`src/sv/stvg_pkg.sv`:
```
// Shared types, register codes and helper functions for the Sierpinski leaf generator.
// No dependencies; used by stvg_front, stvg_cell and sierpinski_triangle_vertex_gen.
`default_nettype none

package stvg_pkg;

   localparam int INDEX_W    = 16;
   localparam int COORD_W    = 17;
   localparam int SHADE_W    = 17;
   localparam int DEPTH_W    = 4;
   localparam int CSR_IDX_W  = 3;
   localparam int CSR_DATA_W = 17;

   localparam logic [CSR_IDX_W-1:0] REG_DEPTH = 3'd0;
   localparam logic [CSR_IDX_W-1:0] REG_A_X   = 3'd1;
   localparam logic [CSR_IDX_W-1:0] REG_A_Y   = 3'd2;
   localparam logic [CSR_IDX_W-1:0] REG_B_X   = 3'd3;
   localparam logic [CSR_IDX_W-1:0] REG_B_Y   = 3'd4;
   localparam logic [CSR_IDX_W-1:0] REG_C_X   = 3'd5;
   localparam logic [CSR_IDX_W-1:0] REG_C_Y   = 3'd6;

   typedef struct packed {
      logic signed [COORD_W-1:0] x;
      logic signed [COORD_W-1:0] y;
   } stvg_point_type;

   typedef struct packed {
      stvg_point_type a;
      stvg_point_type b;
      stvg_point_type c;
   } stvg_corners_type;

   typedef struct packed {
      logic                 invalid;
      logic [INDEX_W-1:0]   rem;
      stvg_corners_type     corners;
      logic [SHADE_W-1:0]   shade;
      logic [SHADE_W-1:0]   shade_next;
      logic [SHADE_W-1:0]   shade_inverse;
   } stvg_item_type;

   function automatic longint unsigned pow3(input int n);
      longint unsigned acc;
      acc = 64'd1;
      for (int k = 0; k < n; k++) begin
         acc = acc * 64'd3;
      end
      return acc;
   endfunction

   // floor((p + q) / 2) per axis
   function automatic stvg_point_type midpoint(input stvg_point_type p, input stvg_point_type q);
      logic signed [COORD_W:0] sx;
      logic signed [COORD_W:0] sy;
      stvg_point_type m;
      sx = (COORD_W+1)'(p.x) + (COORD_W+1)'(q.x);
      sy = (COORD_W+1)'(p.y) + (COORD_W+1)'(q.y);
      m.x = sx[COORD_W:1];
      m.y = sy[COORD_W:1];
      return m;
   endfunction

endpackage

`default_nettype wire

```
`src/sv/stvg_front.sv`:
```
// Entry stages: range check of the leaf index and the two shade quotients
// by reciprocal multiply with one correction step. Depends on stvg_pkg.
`default_nettype none

module stvg_front #(
   parameter int MAX_DEPTH     = 10,
   parameter int FRACTION_BITS = 16,
   localparam int DW           = $clog2(MAX_DEPTH + 1)
) (
   input  wire logic                               clock,
   input  wire logic                               reset,
   input  wire logic                               advance,
   input  wire logic                               in_valid,
   input  wire logic [stvg_pkg::INDEX_W-1:0]       in_index,
   input  wire logic [DW-1:0]                      depth_sat,
   input  wire stvg_pkg::stvg_corners_type         base,
   output logic                                    out_valid,
   output stvg_pkg::stvg_item_type                 out_item
);

   localparam int IW = stvg_pkg::INDEX_W;
   localparam int SW = stvg_pkg::SHADE_W;
   localparam int LW = $clog2(stvg_pkg::pow3(MAX_DEPTH) + 1);
   localparam int RW = FRACTION_BITS + 15;
   localparam int PW = IW + 1 + RW;
   localparam int QW = FRACTION_BITS + 1;
   localparam int MW = QW + LW;
   localparam int NW = IW + 1 + FRACTION_BITS;
   localparam int CW = FRACTION_BITS + IW + LW + 3;

   logic [LW-1:0] leaves_tab [MAX_DEPTH+1];
   logic [RW-1:0] recip_tab  [MAX_DEPTH+1];

   for (genvar d = 0; d <= MAX_DEPTH; d++) begin : g_tab
      localparam longint unsigned P3 = stvg_pkg::pow3(d);
      localparam longint unsigned RC = (d == 0) ? 64'd0 :
                                       (64'd1 << (FRACTION_BITS + 16)) / P3;
      assign leaves_tab[d] = LW'(P3);
      assign recip_tab[d]  = RW'(RC);
   end

   logic [LW-1:0] leaves;
   logic [RW-1:0] recip;
   logic          depth_zero;

   assign leaves     = leaves_tab[depth_sat];
   assign recip      = recip_tab[depth_sat];
   assign depth_zero = (depth_sat == '0);

   logic          s1_valid_ff;
   logic [IW-1:0] s1_index_ff;
   logic          s1_invalid_ff;
   logic          s1_invalid_in;

   logic          s2_valid_ff;
   logic [IW-1:0] s2_index_ff;
   logic          s2_invalid_ff;
   logic [PW-1:0] s2_prod0_ff, s2_prod0_in;
   logic [PW-1:0] s2_prod1_ff, s2_prod1_in;

   logic          s3_valid_ff;
   logic [IW-1:0] s3_index_ff;
   logic          s3_invalid_ff;
   logic [QW-1:0] s3_quot0_ff, s3_quot0_in;
   logic [QW-1:0] s3_quot1_ff, s3_quot1_in;
   logic [MW-1:0] s3_mult0_ff, s3_mult0_in;
   logic [MW-1:0] s3_mult1_ff, s3_mult1_in;

   logic                    s4_valid_ff;
   stvg_pkg::stvg_item_type s4_item_ff, s4_item_in;

   logic [CW-1:0] num0, num1, lim0, lim1;
   logic [QW-1:0] q0, q1;

   assign s1_invalid_in = (64'(in_index) >= 64'(leaves));

   assign s2_prod0_in = PW'(s1_index_ff) * PW'(recip);
   assign s2_prod1_in = (PW'(s1_index_ff) + PW'(1)) * PW'(recip);

   assign s3_quot0_in = s2_prod0_ff[16 +: QW];
   assign s3_quot1_in = s2_prod1_ff[16 +: QW];
   assign s3_mult0_in = MW'(s3_quot0_in) * MW'(leaves);
   assign s3_mult1_in = MW'(s3_quot1_in) * MW'(leaves);

   always_comb begin
      num0 = CW'(s3_index_ff) << FRACTION_BITS;
      num1 = (CW'(s3_index_ff) + CW'(1)) << FRACTION_BITS;
      lim0 = CW'(s3_mult0_ff) + CW'(leaves);
      lim1 = CW'(s3_mult1_ff) + CW'(leaves);
      q0   = s3_quot0_ff + QW'(num0 >= lim0);
      q1   = s3_quot1_ff + QW'(num1 >= lim1);
      if (depth_zero) begin
         q0 = '0;
         q1 = QW'(1) << FRACTION_BITS;
      end
      s4_item_in.invalid       = s3_invalid_ff;
      s4_item_in.rem           = s3_index_ff;
      s4_item_in.corners       = base;
      s4_item_in.shade         = SW'(q0);
      s4_item_in.shade_next    = SW'(q1);
      s4_item_in.shade_inverse = SW'((QW'(1) << FRACTION_BITS) - q0);
   end

   always_ff @(posedge clock) begin
      if (reset) begin
         s1_valid_ff <= 1'b0;
         s2_valid_ff <= 1'b0;
         s3_valid_ff <= 1'b0;
         s4_valid_ff <= 1'b0;
      end else if (advance) begin
         s1_valid_ff <= in_valid;
         s2_valid_ff <= s1_valid_ff;
         s3_valid_ff <= s2_valid_ff;
         s4_valid_ff <= s3_valid_ff;
      end
   end

   always_ff @(posedge clock) begin
      if (advance) begin
         s1_index_ff   <= in_index;
         s1_invalid_ff <= s1_invalid_in;
         s2_index_ff   <= s1_index_ff;
         s2_invalid_ff <= s1_invalid_ff;
         s2_prod0_ff   <= s2_prod0_in;
         s2_prod1_ff   <= s2_prod1_in;
         s3_index_ff   <= s2_index_ff;
         s3_invalid_ff <= s2_invalid_ff;
         s3_quot0_ff   <= s3_quot0_in;
         s3_quot1_ff   <= s3_quot1_in;
         s3_mult0_ff   <= s3_mult0_in;
         s3_mult1_ff   <= s3_mult1_in;
         s4_item_ff    <= s4_item_in;
      end
   end

   assign out_valid = s4_valid_ff;
   assign out_item  = s4_item_ff;

endmodule

`default_nettype wire

```
`config.mk`:
```
export PLATFORM = sky130hd
export DESIGN_NAME = stvg_front
export DESIGN_NICKNAME = d
export VERILOG_FILES = /design/src/sv/stvg_pkg.sv /design/src/sv/stvg_front.sv
export SDC_FILE = /design/constraint.sdc
export NUM_CORES = 2
export LEC_CHECK = 0
export ABC_AREA = 1
export BUFFER_PORTS_ARGS = -buffer_cell sky130_fd_sc_hd__buf_2
export CAP_MARGIN = 20
export CORE_AREA = 5 5 323 325
export CTS_CLUSTER_DIAMETER = 80
export DETAILED_ROUTE_END_ITERATION = 12
export DIE_AREA = 0 0 328 330
export PLACE_DENSITY = 0.69
export SLEW_MARGIN = 40
export SYNTH_ARGS = -nofsm -noshare
export SYNTH_HDL_FRONTEND = slang
export SYNTH_SLANG_ARGS = --single-unit
```
`constraint.sdc`:
```
create_clock -name clock -period 9.5 [get_ports clock]
set_input_delay 0.95 -clock clock [delete_from_list [all_inputs] [get_ports clock]]
set_output_delay 0.95 -clock clock [all_outputs]
set_load 0.01 [all_outputs]
```
After elaboration in Yosys (flattened, before gate mapping)
Memory sizes are Yosys's and may differ from the RTL's.
Cells that the tools add are included.

operators by class
  add/subtract/negate cells = 7
  multiply operators = 4
  magnitude comparators = 4
  multiplexer cells = 5
  bitwise operators = 1
  reductions and logical operators = 1

operator list
  operator                                                         number
  33-bit by 16-bit adder with 34-bit output                        2
  17-bit by 16-bit multiplier with 33-bit output                   2
  31-bit 2-to-1 mux                                                2
  16-bit by 1-bit adder with 17-bit output, second input constant  2
  17-bit by 1-bit adder with 17-bit output                         2
  32-bit by 34-bit greater-or-equal comparator with 1-bit output   1
  33-bit by 34-bit greater-or-equal comparator with 1-bit output   1
  16-bit by 31-bit multiplier with 33-bit output                   1
  17-bit by 31-bit multiplier with 33-bit output                   1
  16-bit 2-to-1 mux                                                2
  17-bit 2-to-1 mux                                                1
  17-bit subtractor, first input constant                          1
  16-bit greater-or-equal comparator                               1
  5-bit greater-or-equal comparator, second input constant         1
  4-bit NOT with 5-bit output                                      1
  4-bit zero test                                                  1

storage, ports and cells
  flip-flop bits (word level) = 391
  bits in read-only memories = 752
  logic and storage cells = 51
  memories kept = 2

memory list
  name             words  width  rd ports  clocked after Yosys merged registers in  write ports  RTL line          RTL
  (no name shown)  16     31     1         0                                        0            stvg_front.sv:47  assign recip = recip_tab[depth_sat];
  (no name shown)  16     16     1         0                                        0            stvg_front.sv:46  assign leaves = leaves_tab[depth_sat];

Logic depth before layout (Yosys ltp)
  depth in word-level cells = 9
  gate-level depth with buffers = 45
  gate-level depth less buffers = 43

Worst setup path before layout
Ideal clock, no wire load.

  path kind = input to register
  from = in depth_sat[1]
  to = reg s3_mult1_ff[30], data pin
  data arrival time = 6893 ps
  data required time = 9238 ps
  setup slack = 2345 ps
  cell stages on the path = 27
  cells stage by stage = buf_2 inv_2 ha_1 inv_1 a21oi_1 clkbuf_1 nor2_1 fa_1 inv_1 fa_1 inv_1 fa_1 inv_1 fa_1 fa_1 fa_1 inv_1 ha_1 a21oi_1 o21ai_0 a21oi_1 nand3_1 nand2_1 nand2_1 a21boi_1 o21bai_1 xor2_1

on the way
  word-level cells in the longest chain between the ends = 5

RTL lines
  item                                                  RTL line           RTL
  from (decl)                                           stvg_front.sv:15   input wire logic [DW-1:0] depth_sat,
  4-bit NOT with 5-bit output (not written as such)     stvg_front.sv:46
  memory read 16 x 16 bit                               n/a
  16-bit 2-to-1 mux (not written as such) (2 in a row)  stvg_front.sv:46
  17-bit by 16-bit multiplier with 33-bit output        stvg_front.sv:83   assign s3_mult1_in = MW'(s3_quot1_in) * MW'(leaves);
  net s3_mult1_in[30]                                   stvg_front.sv:67   logic [MW-1:0] s3_mult1_ff, s3_mult1_in;
  to (signal assigned)                                  stvg_front.sv:131  s3_mult1_ff <= s3_mult1_in;
  to (decl)                                             stvg_front.sv:67

The timed path passes the listed nets, and every way through them passes these cells. The select of a mux whose other input is x is not followed.
A chain may end at the register's enable or synchronous reset.

Worst setup path after layout
  from = reg s1_index_ff[0]
  to = reg s2_prod1_ff[31], data pin

on the way
  word-level cells in the longest chain between the ends = 2

RTL lines
  item                                            RTL line           RTL
  from (decl)                                     stvg_front.sv:51   logic [IW-1:0] s1_index_ff;
  from (signal assigned)                          stvg_front.sv:120  s1_index_ff <= in_index;
  16-bit by 1-bit adder with 17-bit output        stvg_front.sv:78   assign s2_prod1_in = (PW'(s1_index_ff) + PW'(1)) * PW'(recip);
  17-bit by 31-bit multiplier with 33-bit output  stvg_front.sv:78
  net s2_prod1_in[31]                             stvg_front.sv:59   logic [PW-1:0] s2_prod1_ff, s2_prod1_in;
  to (signal assigned)                            stvg_front.sv:125  s2_prod1_ff <= s2_prod1_in;
  to (decl)                                       stvg_front.sv:59

The timed path passes the listed nets, and every way through them passes these cells.

==> summary.txt <==
Clock network
  – Clk slew on worst S/H paths: 0.06 ns
  – PostCTS Resize Cnt: 0
  – Longest Clk Path Bufs: 3
  – Sink Count: 356
  – CTS tree: done
  – Clk root buf: clkbuf_16
  – CTS hold repair buffers: 0
  – CTS H-tree depth: 2
  – Worst skew pair latency: 0.58 ns
  – Num CTS Buffers: 39
  – Post-CTS setup buffers: 0

Setup path
  – Buffers & Inverters on Critical Path: 7
  – Critical Path End Type: flop
  – Crit-path max FO: 27
  – Crit-path max cell delay: 0.66 ns
  – CP Class: flop to flop
  – WP data arrival: 8.48 ns
  – Slowest CP cell: edfxtp_1
  – FF-to-FF path depth: 28
  – First element of the critical path: s1_index_ff[0]
  – Required time of the critical path: 9.81 ns
  – RR Startpoint: s1_index_ff[0]
  – Critical Path Source Type: flop
  – Reg2reg setup slack: 1.33 ns
  – Crit path max-delay family: adder cells
  – Reg2reg end: s2_prod1_ff[31]

Timing
  – RSZ-0062 raised after global routing: no
  – Worst slew pin tran: 0.868 ns
  – F_max: 122 MHz
  – Fin. max-slew vios: 0
  – Setup tns final: 0 ns
  – Setup Skew: 0.0320 ns
  – Post-layout min period: 8.17 ns
  – Crit share post-route: 0.860
  – Final Hold Fails: 0
  – Setup violations, final: 0
  – Rel. slew slack: 0.420

Yosys
  – Post-Synthesis Cells: 6213
  – Post-synth EDFFs: 352
  – Synth cell types: 60
  – Yosys warns: 0
  – Mapped cell area: 55000 sq um
  – FFs w/ async S/R, synth: 0
  – Most used DFF post-synth: edfxtp_1
  – Synth Register Bits: 356
  – Seq/Total Area, Yosys: 0.194
  – Syn_area_per_cell: 8.86 sq um
  – Syn Nets: 7816

Run
  – # Max-Cap Violations: 0

Place
  – GP Congestion: 0.983
  – PortBufs: 296
  – Hpwl dp: 129 mm

Route
  – Pre-antenna DRT Iters: 7
  – Mean number of vias per cell: 5.33
  – Total wire length: 155 mm
  – Routed vias: 42100
  – DR WL/cell: 19.6 microns
  – Routed Antenna Nets: 0
  – Drt first-iter violations: 3418
  – DRC Markers: 0

Global routing
  – Grt total ovfl: 0
  – Initial antenna violation count: 5
  – Total GRT Usage: 0.288
  – Largest net degree at the start of global routing: 82
  – First-pass GRT wire length: 242 mm
  – Vias in the first global route: 43700

Cells and area
  – Commonest cells after routing, fill and taps aside: inv_1, nand2_1, fa_1
  – Layout cell share with drive strength beyond 1: 0.0799
  – Commonest non-fill, non-tap cell in the layout: inv_1
  – Final Net Count: 8098
  – Synth-to-Final Area Change: 8.54%

Die
  – Die span in y: 330 microns
  – Die width: 328 microns
  – Die ar.: 108000 sq um
  – Initial Utilization: 0.544
  – Core box area: 101000 sq um
  – Io pins: 297
  – Placement Rows: 117

Hold path
  – Worst Hold Class: flop to flop
  – Worst Hold Depth: 0
  – Endpoint, Worst Hold: out_item[169]
  – Min-Delay Startpoint: s3_invalid_ff

Outcome
  – Outcome: finished clean
## logic make-up (layout without fill, tap and decap cells)
family | count (synthesis) | in the layout | synth area share
compound gates | 418 | 418 | 0.0428
xor+xnor | 180 | 180 | 0.0286
fa+ha+maj | 1477 | 1477 | 0.464
buf+inv | 1656 | 1967 | 0.114
flops | 356 | 356 | 0.194
other cells | 0 | 4 | 0
simple gates | 2126 | 2126 | 0.157
## synthesized netlist by cell type, types with 12 or more instances
master       n  area [sq um]
inv_1     1485          5570
nand2_1   1047          3930
fa_1       939         18800
nor2_1     785          2950
ha_1       538          6730
edfxtp_1   352         10600
a21oi_1    216          1080
nand3_1    129           646
xor2_1     127          1110
clkbuf_1   104           390
o21ai_0     92           460
xnor2_1     53           464
nor3_1      49           245
nand4_1     38           238
clkinv_1    21          78.8
a21o_1      17           128
inv_2       17          63.8
o21bai_1    15           113
o21ai_1     14          70.1
buf_2       13          65.1
nor4_1      12          75.1
or2_2       12          75.1
## cell type report
cell class                      count  area, sq um
Antenna cell                        4         10.0
Clock buffer                       47         1030
Clock inverter                     23          348
Fill cell                        8885        41400
Inverter                         1523         5720
Multi-Input combinational cell   4201        38200
Sequential cell                   356        10700
Tap cell                         1368         1710
Timing Repair Buffer              374         2100
## per-layer routing
metal  part of all wire  routed length (microns)  global-route usage  up-vias
li1                   -                        -                   -    19400
met1               0.40                    61600               0.383    20600
met2               0.46                    71900               0.475     1758
met3               0.10                    15900              0.0682      344
met4              0.036                     5640              0.0895        4
met5            0.00012                       18                   0        -
## state kept, by name, summed over array words and instances (netlist names), 16 cells and up
name,count
s1_index_ff,16
s2_index_ff,16
s2_prod0_ff,17
s3_index_ff,16
s2_prod1_ff,17
s3_quot0_ff,17
s3_mult0_ff,32
out_item,169
s3_mult1_ff,32
s3_quot1_ff,17
## worst register-to-register path, delay by kind of cell, from the launching register on
kind / cells / cell delay (ns)
compound gates: 3 / 0.51
fa+ha+maj: 7 / 3.35
buf+inv: 7 / 1.21
flops: 1 / 0.66
simple gates: 11 / 2.18
## worst max-delay path by stage
stage | end | slack, ns | cells past startpoint
CTS | s2_prod1_ff[31] | 1.51 | 28
detailed placement | s2_prod1_ff[31] | 1.18 | 27
global route | s2_prod1_ff[31] | 0.88 | 28
finish | s2_prod1_ff[31] | 1.33 | 28
global placement | s2_prod1_ff[25] | 1.28 | 23
floorplan | s3_mult1_ff[30] | 2.35 | 27
## through the flow
step	worst slack, ns	hold slack, ns	cell area, sq um	utilization	instances
4_1_cts	1.51	0.418	59700	0.590	7892
5_1_grt	0.883	0.424	59700	0.590	7892
3_3_place_gp	1.28	0.401	58300	0.576	7821
3_5_place_dp	1.18	0.405	58300	0.577	7822
6_report	1.33	0.419	59700	0.591	7896
2_1_floorplan	2.35	0.400	55000	-	6213
Power is left out: the tool's default activity adds up to more than one toggle a clock period on the data nets, which glitch-free logic cannot reach.
