===== src/sv/stvg_pkg.sv =====
// Shared types, register codes and helper functions for the Sierpinski leaf generator.
// No dependencies; used by stvg_front, stvg_cell and sierpinski_triangle_vertex_gen.
`default_nettype none

package stvg_pkg;

   localparam int INDEX_W    = 16;
   localparam int COORD_W    = 17;
   localparam int SHADE_W    = 17;
   localparam int DEPTH_W    = 4;
   localparam int CSR_IDX_W  = 3;
   localparam int CSR_DATA_W = 17;

   localparam logic [CSR_IDX_W-1:0] REG_DEPTH = 3'd0;
   localparam logic [CSR_IDX_W-1:0] REG_A_X   = 3'd1;
   localparam logic [CSR_IDX_W-1:0] REG_A_Y   = 3'd2;
   localparam logic [CSR_IDX_W-1:0] REG_B_X   = 3'd3;
   localparam logic [CSR_IDX_W-1:0] REG_B_Y   = 3'd4;
   localparam logic [CSR_IDX_W-1:0] REG_C_X   = 3'd5;
   localparam logic [CSR_IDX_W-1:0] REG_C_Y   = 3'd6;

   typedef struct packed {
      logic signed [COORD_W-1:0] x;
      logic signed [COORD_W-1:0] y;
   } stvg_point_type;

   typedef struct packed {
      stvg_point_type a;
      stvg_point_type b;
      stvg_point_type c;
   } stvg_corners_type;

   typedef struct packed {
      logic                 invalid;
      logic [INDEX_W-1:0]   rem;
      stvg_corners_type     corners;
      logic [SHADE_W-1:0]   shade;
      logic [SHADE_W-1:0]   shade_next;
      logic [SHADE_W-1:0]   shade_inverse;
   } stvg_item_type;

   function automatic longint unsigned pow3(input int n);
      longint unsigned acc;
      acc = 64'd1;
      for (int k = 0; k < n; k++) begin
         acc = acc * 64'd3;
      end
      return acc;
   endfunction

   // floor((p + q) / 2) per axis
   function automatic stvg_point_type midpoint(input stvg_point_type p, input stvg_point_type q);
      logic signed [COORD_W:0] sx;
      logic signed [COORD_W:0] sy;
      stvg_point_type m;
      sx = (COORD_W+1)'(p.x) + (COORD_W+1)'(q.x);
      sy = (COORD_W+1)'(p.y) + (COORD_W+1)'(q.y);
      m.x = sx[COORD_W:1];
      m.y = sy[COORD_W:1];
      return m;
   endfunction

endpackage

`default_nettype wire


===== src/sv/stvg_cell.sv =====
// One subdivision level: when active, takes the next base-3 digit off the index
// remainder and keeps the chosen corner sub-triangle; otherwise passes the item through. Depends on stvg_pkg.
`default_nettype none

module stvg_cell #(
   parameter longint unsigned PLACE = 1
) (
   input  wire logic                    clock,
   input  wire logic                    reset,
   input  wire logic                    advance,
   input  wire logic                    active,
   input  wire logic                    in_valid,
   input  wire stvg_pkg::stvg_item_type in_item,
   output logic                         out_valid,
   output stvg_pkg::stvg_item_type      out_item
);

   localparam int IW = stvg_pkg::INDEX_W;
   localparam longint unsigned PLACE2 = 2 * PLACE;
   localparam logic [IW-1:0] REM_P  = IW'(PLACE);
   localparam logic [IW-1:0] REM_P2 = IW'(PLACE2);

   localparam logic [1:0] DIGIT_A = 2'd0;
   localparam logic [1:0] DIGIT_B = 2'd1;
   localparam logic [1:0] DIGIT_C = 2'd2;

   logic                    valid_ff;
   stvg_pkg::stvg_item_type item_ff, item_in;
   logic [1:0]              digit;
   stvg_pkg::stvg_point_type mid_ab, mid_bc, mid_ca;

   always_comb begin
      priority if (64'(in_item.rem) >= PLACE2) begin
         digit = DIGIT_C;
      end else if (64'(in_item.rem) >= PLACE) begin
         digit = DIGIT_B;
      end else begin
         digit = DIGIT_A;
      end
      mid_ab  = stvg_pkg::midpoint(in_item.corners.a, in_item.corners.b);
      mid_bc  = stvg_pkg::midpoint(in_item.corners.b, in_item.corners.c);
      mid_ca  = stvg_pkg::midpoint(in_item.corners.c, in_item.corners.a);
      item_in = in_item;
      if (active) begin
         unique case (digit)
            DIGIT_A: begin
               item_in.corners.b = mid_ab;
               item_in.corners.c = mid_ca;
            end
            DIGIT_B: begin
               item_in.corners.a = mid_ab;
               item_in.corners.c = mid_bc;
               item_in.rem       = in_item.rem - REM_P;
            end
            default: begin
               item_in.corners.a = mid_ca;
               item_in.corners.b = mid_bc;
               item_in.rem       = in_item.rem - REM_P2;
            end
         endcase
      end
   end

   always_ff @(posedge clock) begin
      if (reset) begin
         valid_ff <= 1'b0;
      end else if (advance) begin
         valid_ff <= in_valid;
      end
   end

   always_ff @(posedge clock) begin
      if (advance) begin
         item_ff <= item_in;
      end
   end

   assign out_valid = valid_ff;
   assign out_item  = item_ff;

endmodule

`default_nettype wire

===== config.mk =====
export PLATFORM = sky130hd
export DESIGN_NAME = stvg_cell
export DESIGN_NICKNAME = d
export VERILOG_FILES = /design/src/sv/stvg_pkg.sv /design/src/sv/stvg_cell.sv
export SDC_FILE = /design/constraint.sdc
export NUM_CORES = 1
export LEC_CHECK = 0
export BUFFER_PORTS_ARGS = -buffer_cell sky130_fd_sc_hd__buf_2
export CAP_MARGIN = 20
export CORE_MARGIN = 2
export CORE_UTILIZATION = 53
export DETAILED_ROUTE_END_ITERATION = 8
export PLACE_DENSITY_LB_ADDON = 0.2
export SYNTH_ARGS = -nofsm -noshare
export SYNTH_HDL_FRONTEND = slang
export SYNTH_SLANG_ARGS = --single-unit

===== constraint.sdc =====
create_clock -name clock -period 3.4 [get_ports clock]
set_input_delay 0.34 -clock clock [delete_from_list [all_inputs] [get_ports clock]]
set_output_delay 0.34 -clock clock [all_outputs]
set_load 0.05 [all_outputs]

## Word-level counts from Yosys, hierarchy flattened

Cells that the tools add are included.
W data, S select, Z words.

- Register bits after elaboration: 171
- Input bits: 175
- Output and inout bits: 171
- Word-level logic and storage cells: 30

- $add $sub $neg: 8
- $lt $le $gt $ge: 2
- Equality and inequality tests: 1
- Mux-type cells: 6
- Reductions and logical operators: 1

Operator list:

| operator | number |
|---|---|
| $pmux W34 S2 | 2 |
| $mux W118 | 1 |
| $add A17 B17 Y18 | 6 |
| $pmux W50 S2 | 1 |
| $ge A16 B1 Y1 const B | 1 |
| $ge A16 B2 Y1 const B | 1 |
| $sub A16 B1 Y16 const B | 1 |
| $sub A16 B2 Y16 const B | 1 |
| $eq A2 B1 Y1 const B | 1 |
| $logic_not A2 Y1 | 1 |
| $mux W2 | 1 |
| $mux W1 | 1 |

## Longest topological paths before layout

Gate-level depths: netlist of the first run.

- Depth in word-level cells: 6
- Gate-level depth with buffers: 12
- Mapped depth without buffers: 10

## Worst setup path before layout of the first run

No wires, ideal clock.

- Path type: input to register
- From: in in_item[85] (netlist name)
- To: reg item_ff, in the netlist out_item[66] (data pin)
- Library setup time: 261 ps
- Data arrival time: 2665 ps
- Required time: 3139 ps
- Slack: 474 ps
- Cell stages on the path: 10
- Buffers on the path: 0
- Cell sequence: and2_1 fa_1 a211o_1 a2111oi_4 o31ai_1 o41ai_4 o21ai_1 a21oi_2 xnor2_1 a221o_1

RTL lines:

| what | line | RTL |
|---|---|---|
| start, declared | stvg_cell.sv:13 | `input wire stvg_pkg::stvg_item_type in_item,` |
| end signal, assigned | stvg_cell.sv:74 | `item_ff <= item_in;` |
| end, declared | stvg_cell.sv:28 | `stvg_pkg::stvg_item_type item_ff, item_in;` |

==> flow_summary.toml, run 1 <==
[critical_path]
worstSetupPathDepth = 11
path_class = "in2reg"
startpoint_type = "primary input"
startpoint = "in_item[51]"
r2r-start = "out_valid"
slowest_delay_ns = 0.43
cp.buffers_inverters = 1
cp_max_fo = 5
cpMaxStageDelayCell = "a211oi_1"
cp.required_ns = 3.58
rrSetupSlack_ns = 2.81
crit_chain = "buf_2 > and2_1 > fa_1 > a211oi_1 > o21ai_0 > a21o_1 > a211oi_1 > nor3b_1 > o31ai_1 > xnor2_1 > o221ai_1"
arrival_ns = 3.08
cp_common_cell = "a211oi_1"
critPathCapture = "out_item[132]"
path_delay_family = "compound AO/OA/AOI/OAI gates"
worstRegToRegCells = 2
timing.rr.end = "out_valid"
worstSetupEndpointType = "register"

[flow_run]
cap_viol_max_count = 0

[logic_synthesis]
synth_ff_type = "edfxtp_1"
ys_warn_count = 0
synth_nets = 1425
ys_types = 71
synthTopCellsByArea = "edfxtp_1 43%, ha_1 11%, xnor2_1 3.9%"
syn_area_mm2 = 0.0118
ys_seq_area_share_pct = 43.5
async_reset_ff_share_pct = 0
syn_inst = 1143
ys_seq_elements = 171
synth.avg_cell_area_um2 = 10.3
yosysTopAreaCell = "edfxtp_1"
synth-edff-count = 170
synth_top_area_share_pct = 43.3

[cells_and_area]
fillers = 1774
syn_to_final_growth_pct = 24.0
fin_area_mm2 = 0.0146
instances_no_fill = 1803
drive_gt1_share_pct = 28.5
fin_nets = 1785

[timing]
max_freq_mhz = 344
tightest_slew_ns = 0.958
finalHoldViolations = 0
period_share_pct = 85.5
skew_ns = 0
fin_ws_ns = 0.494
rsz0062_at_grt = "no"
setup_viol = 0
slew_headroom_pct = 35.9
fin_tns_setup_ns = 0
slew_violations = 0
period_needed_ns = 2.91

[detailed_routing]
drc = 0
firstDrtPassIters = 5
drt_wl_total_um = 39300
viasPerCell = 6.18
wl_per_cell_um = 21.8
num_vias = 11137
first_iter_violations = 915
ant_nets = 0

[clocking]
clk_path_buf_depth = 2
cts_tree = "built"
numCtsBuffers = 17
htreeDepth = 4
cts_setup_buffers = 0
clock-sinks = 171
path_clk_slew_ns = 0.08
clock_latency_ns = 0.44
hold_buffers = 0
cts.repair.resized = 0
root_buffer = "clkbuf_16"

[global_route]
gr-usage-all-layers_pct = 32.7
busiest_layer = "met2"
met1_usage_pct = 42.1
use_met2_pct = 54.6
antenna_found_initial = 8
grt_overflow_total = 0
use_met3_pct = 6.21
grt_pass1_vias = 10863
grt_max_degree = 80
grt_pass1_wl_um = 60100

[floorplanning]
coreArea_mm2 = 0.0218
die-area_mm2 = 0.0234
rows = 54
die_h_um = 153
start_util_pct = 54.0
ios = 346
die-width_um = 153

[place]
io_buffers = 345
gp_congestion = 0.961
dp_slack_ns = 0.0585
post_dp_cell_area_mm2 = 0.0140
detailed_place_hpwl_um = 29800
place_inst = 1764

[status]
status = "finished clean"

[power_and_ir_drop]
vdd_drop_max_mv = 0.279
p_leak_nw = 6.32
p_per_area_mw_per_mm2 = 482

[min_path]
min-delay-start = "reset"
hp-class = "in2reg"
==> per-stage QoR <==
| step | total power, mW | utilization, % | hold WS [ns] |
|---|---|---|---|
| 4_1_cts | 7.04 | 66.8 | 0.0361 |
| 6_report | 7.04 | 66.9 | 0.0448 |
| 2_1_floorplan | 4.36 | - | 0.412 |
| 5_1_grt | 7.31 | 66.9 | 0.0334 |
| 3_5_place_dp | 5.04 | 64.0 | 0.488 |
| 3_3_place_gp | 5.01 | 64.0 | 0.470 |
==> cells in the mapped netlist, types with 4 or more instances <==
cell type  instances
nor4_1             5
o21bai_1           9
nor2b_1            9
o211ai_1           9
a21oi_1           83
a31oi_1           12
nand4_1            9
o221ai_1          25
or3_1             13
buf_2              6
nor3_1            19
xor2_1            42
o21ai_0           71
xnor2_1           52
nor2_1            95
o31ai_1            9
fa_1               6
a211oi_1          10
edfxtp_1         170
o22ai_1           25
o21a_1            12
mux2_2             5
nand2b_1           7
a31o_2             4
a21o_1            27
clkbuf_1          26
mux2i_1            8
a221o_1            4
and2_1            20
nand2_1          100
inv_1             26
a22o_1            21
a22oi_1           11
nand3_1           23
a311oi_1           4
and3_1            12
ha_1             101
==> metal layers <==
metal  wire (µm)  up-vias
met5          24        -
met4        1290        4
met3        3550       94
met2       18900      645
met1       15600     5254
li1            -     5140
==> where the power goes <==
group,internal (mW),total [mW],switching [mW]
registers,2.56,2.62,0.0587
clock network,1.01,2.00,0.997
logic,0.749,2.41,1.66
total,4.31,7.04,2.72
==> how the worst min path moves through the flow <==
stage                 to  slack [ns]  cells past startpoint
6_report       out_valid        0.04                      2
5_1_grt        out_valid        0.03                      2
4_1_cts        out_valid        0.04                      2
3_5_place_dp   out_valid        0.49                      2
3_3_place_gp   out_valid        0.47                      2
2_1_floorplan  out_valid        0.41                      1
==> flip-flops by register name, indices dropped and copies added (netlist names) <==
register,flops
out_item,170
out_valid,1
==> placed cells by master (no fill, tap or decap), types with 5 or more instances in the layout <==
cell       count
a211oi_1      10
mux2_2         5
nand2b_1       7
o22ai_1       25
nand4_1        9
inv_1         26
buf_2        344
nor3_1        19
o221ai_1      25
nand2_1      100
nand3_1       23
clkinv_8       6
diode_2        7
buf_4         30
edfxtp_1     170
o21a_1        12
nor4_1         5
fa_1           6
xnor2_1       52
nor2_1        95
and2_1        20
clkbuf_16     17
a21o_1        27
a22o_1        21
o31ai_1        9
a21oi_1       83
or3_1         13
a22oi_1       11
nor2b_1        9
o21ai_0       71
mux2i_1        8
o21bai_1       9
xor2_1        42
a31oi_1       12
o211ai_1       9
and3_1        12
ha_1         101
==> cells by family after synthesis <==
group / Yosys count / share of synthesized area [%]
xor gates and xnor gates: 94 / 6.99
and+or+nand+nor: 330 / 13.5
buffers and inverters: 61 / 2.01
AOI/OAI and AO/OA: 367 / 21.1
muxes: 13 / 1.16
DFF: 171 / 43.5
adders and majority gates: 107 / 11.7
==> area by class of cell <==
class                      count  area, µm²  share of cell area, %
timing repair buffer         376       1980                   13.5
sequential                   171       5120                   35.1
inverter                      26       97.6                  0.668
clock buffer                  17        425                   2.91
multi-input combinational    911       6420                   43.9
antenna                        7       17.5                  0.120
clock inverter                15        191                   1.31
tap                          280        350                   2.40
==> worst reg2reg max path: stages, from the launching register on <==
cell and delay (ns):
dfxtp_1 0.31, mux2i_1 0.12, nor2_1 0.05
No activity file was read; power rests on OpenSTA's default activity.
==> inputs of run 2 (changes only) <==
--- a/config.mk
+++ b/config.mk
@@ -7,10 +7,13 @@
 export LEC_CHECK = 0
 export BUFFER_PORTS_ARGS = -buffer_cell sky130_fd_sc_hd__buf_2
 export CAP_MARGIN = 20
+export CORE_ASPECT_RATIO = 0.8
 export CORE_MARGIN = 2
 export CORE_UTILIZATION = 53
 export DETAILED_ROUTE_END_ITERATION = 8
+export GPL_TIMING_DRIVEN = 0
 export PLACE_DENSITY_LB_ADDON = 0.2
+export SKIP_CTS_REPAIR_TIMING = 1
 export SYNTH_ARGS = -nofsm -noshare
 export SYNTH_HDL_FRONTEND = slang
 export SYNTH_SLANG_ARGS = --single-unit
==> run 2 against run 1 <==
Flip-flop and latch count did not move. Cell count grew 1.2%. Via count up 1.2%. Total power rose by 0.80%. Sequential power barely moved. Non-clock buffer count is 6 higher. Design area shrank 0.33%. Hold slack got worse by 0.0062 ns. Largest cell class unchanged. Routed wire length up 2.1%. First-iteration DRC count is 65% higher. Clock skew did not move.
==> flow_summary.toml, run 2 (synthesis gave the netlist of run 1 again) <==
[clocking]
clk_path_buf_depth = 2
htreeDepth = 4
cts_tree = "built"
numCtsBuffers = 17
path_clk_slew_ns = 0.07
root_buffer = "clkbuf_16"
clock_latency_ns = 0.44
clock-sinks = 171

[status]
status = "finished clean"

[detailed_routing]
firstDrtPassIters = 9
drt_wl_total_um = 40100
first_iter_violations = 1507
drc = 0
ant_nets = 0
wl_per_cell_um = 22.0
viasPerCell = 6.18
num_vias = 11275

[global_route]
grt_max_degree = 105
antenna_found_initial = 4
grt_pass1_vias = 10321
gr-usage-all-layers_pct = 33.3
grt_pass1_wl_um = 58200
grt_overflow_total = 0

[cells_and_area]
fin_util_pct = 67.1
syn_to_final_growth_pct = 23.6
largest_register_ffs = 170
instances_no_fill = 1824
drive_gt1_share_pct = 27.0
fin_nets = 1791
fillers = 1762
final_common_cell = "buf_2"
final_cell_mix = "349 x buf_2, 170 x edfxtp_1, 101 x ha_1, 100 x nand2_1, 95 x nor2_1"

[power_and_ir_drop]
p_leak_nw = 6.25
p_sw_mw = 2.72
pwr-share-seq_pct = 36.8
vdd_drop_max_mv = 0.296
power.internal_mw = 4.37
clkPwrFrac_pct = 29.0
p_comb_share_pct = 34.2
p_per_area_mw_per_mm2 = 487
p_sw_share_pct = 38.4

[timing]
tightest_slew_ns = 0.970
period_share_pct = 98.3
period_needed_ns = 3.34
fin_ws_ns = 0.0565
setup_viol = 0
slew_headroom_pct = 35.3
slew_violations = 0
skew_ns = 0
fin_tns_setup_ns = 0
finalHoldViolations = 0
rsz0062_at_grt = "no"
max_freq_mhz = 299

[place]
dp_slack_ns = -0.649
gp_congestion = 0.997
detailed_place_hpwl_um = 30100
io_buffers = 344
place_inst = 1788

[min_path]
whs_path_depth = 2
min-delay-start = "reset"
hp-class = "in2reg"
worstHoldEndpoint = "out_valid"

[floorplanning]
start_util_pct = 54.3
die_h_um = 137
rows = 48
die-width_um = 171
ios = 346
die-area_mm2 = 0.0234
coreArea_mm2 = 0.0217

[flow_run]
cap_viol_max_count = 0

[critical_path]
worstSetupEndpointType = "register"
rrSetupSlack_ns = 2.82
worstRegToRegCells = 2
cp_max_fo = 5
r2r-start = "out_valid"
timing.rr.end = "out_valid"
path_class = "in2reg"
startpoint_type = "primary input"
cp.required_ns = 3.59
arrival_ns = 3.54
## run 2: changes by cell type in the layout (fill, tap and decap cells not counted), moves of 2 or more
cell        delta
diode_2        -5
clkbuf_2       +2
clkinv_8       -2
clkinvlp_4     +2
buf_4         -28
buf_2          +5
clkbuf_1      +25
buf_1          +2
clkinv_4       -2
## run 2: cell type report
cell class | count | area, µm² | area share [%]
multi-input combinational | 911 | 6420 | 44.1
sequential | 171 | 5120 | 35.2
timing repair buffer | 347 | 1770 | 12.2
clock buffer | 17 | 425 | 2.92
tap | 300 | 375 | 2.58
clock inverter | 15 | 195 | 1.34
buffer | 35 | 141 | 0.972
inverter | 26 | 97.6 | 0.671
antenna | 2 | 5.00 | 0.0344
## run 2: power by group through the flow
stage               combinational, mW  clock, mW  sequential, mW
finish                           2.43       2.05            2.61
floorplan                       0.979          0            3.38
global route                     2.57       2.15            2.63
global placement                 2.34          0            2.66
detailed placement               2.37          0            2.66
CTS                              2.38       2.08            2.61
## run 2: layer usage
layer | wire length, µm | share of wire (%) | GRT usage, %
met1 | 16600 | 41 | 47.6
met2 | 17300 | 43 | 49.5
met3 | 4900 | 12 | 7.07
met4 | 1350 | 3.4 | 13.1
met5 | 36 | 0.090 | 0
## run 2: worst max-delay path by stage
stage,cells past startpoint,slack [ns],start,to
2_1_floorplan,10,0.47,in_item[85],out_item[66]
3_3_place_gp,9,-0.54,in_item[154],out_item[146]
3_5_place_dp,9,-0.65,in_item[154],out_item[146]
4_1_cts,9,-0.15,in_item[154],out_item[146]
5_1_grt,11,0.03,in_item[51],out_item[134]
6_report,11,0.06,in_item[51],out_item[134]
## run 2: metrics by stage
step	hold slack, ns	cell area (µm²)	power, mW
2_1_floorplan	0.412	11800	4.36
3_3_place_gp	0.471	13900	5.00
3_5_place_dp	0.485	13900	5.02
4_1_cts	0.0259	14500	7.08
5_1_grt	0.0287	14600	7.35
6_report	0.0386	14600	7.09
## run 2: critical path: stages
cell	delay, ns
buf_2	0.12
and2_1	0.16
fa_1	0.43
a211oi_1	0.44
o21ai_0	0.21
a21o_1	0.24
a2111oi_1	0.72
o31ai_1	0.24
mux2_2	0.29
a21oi_1	0.06
a221o_1	0.27
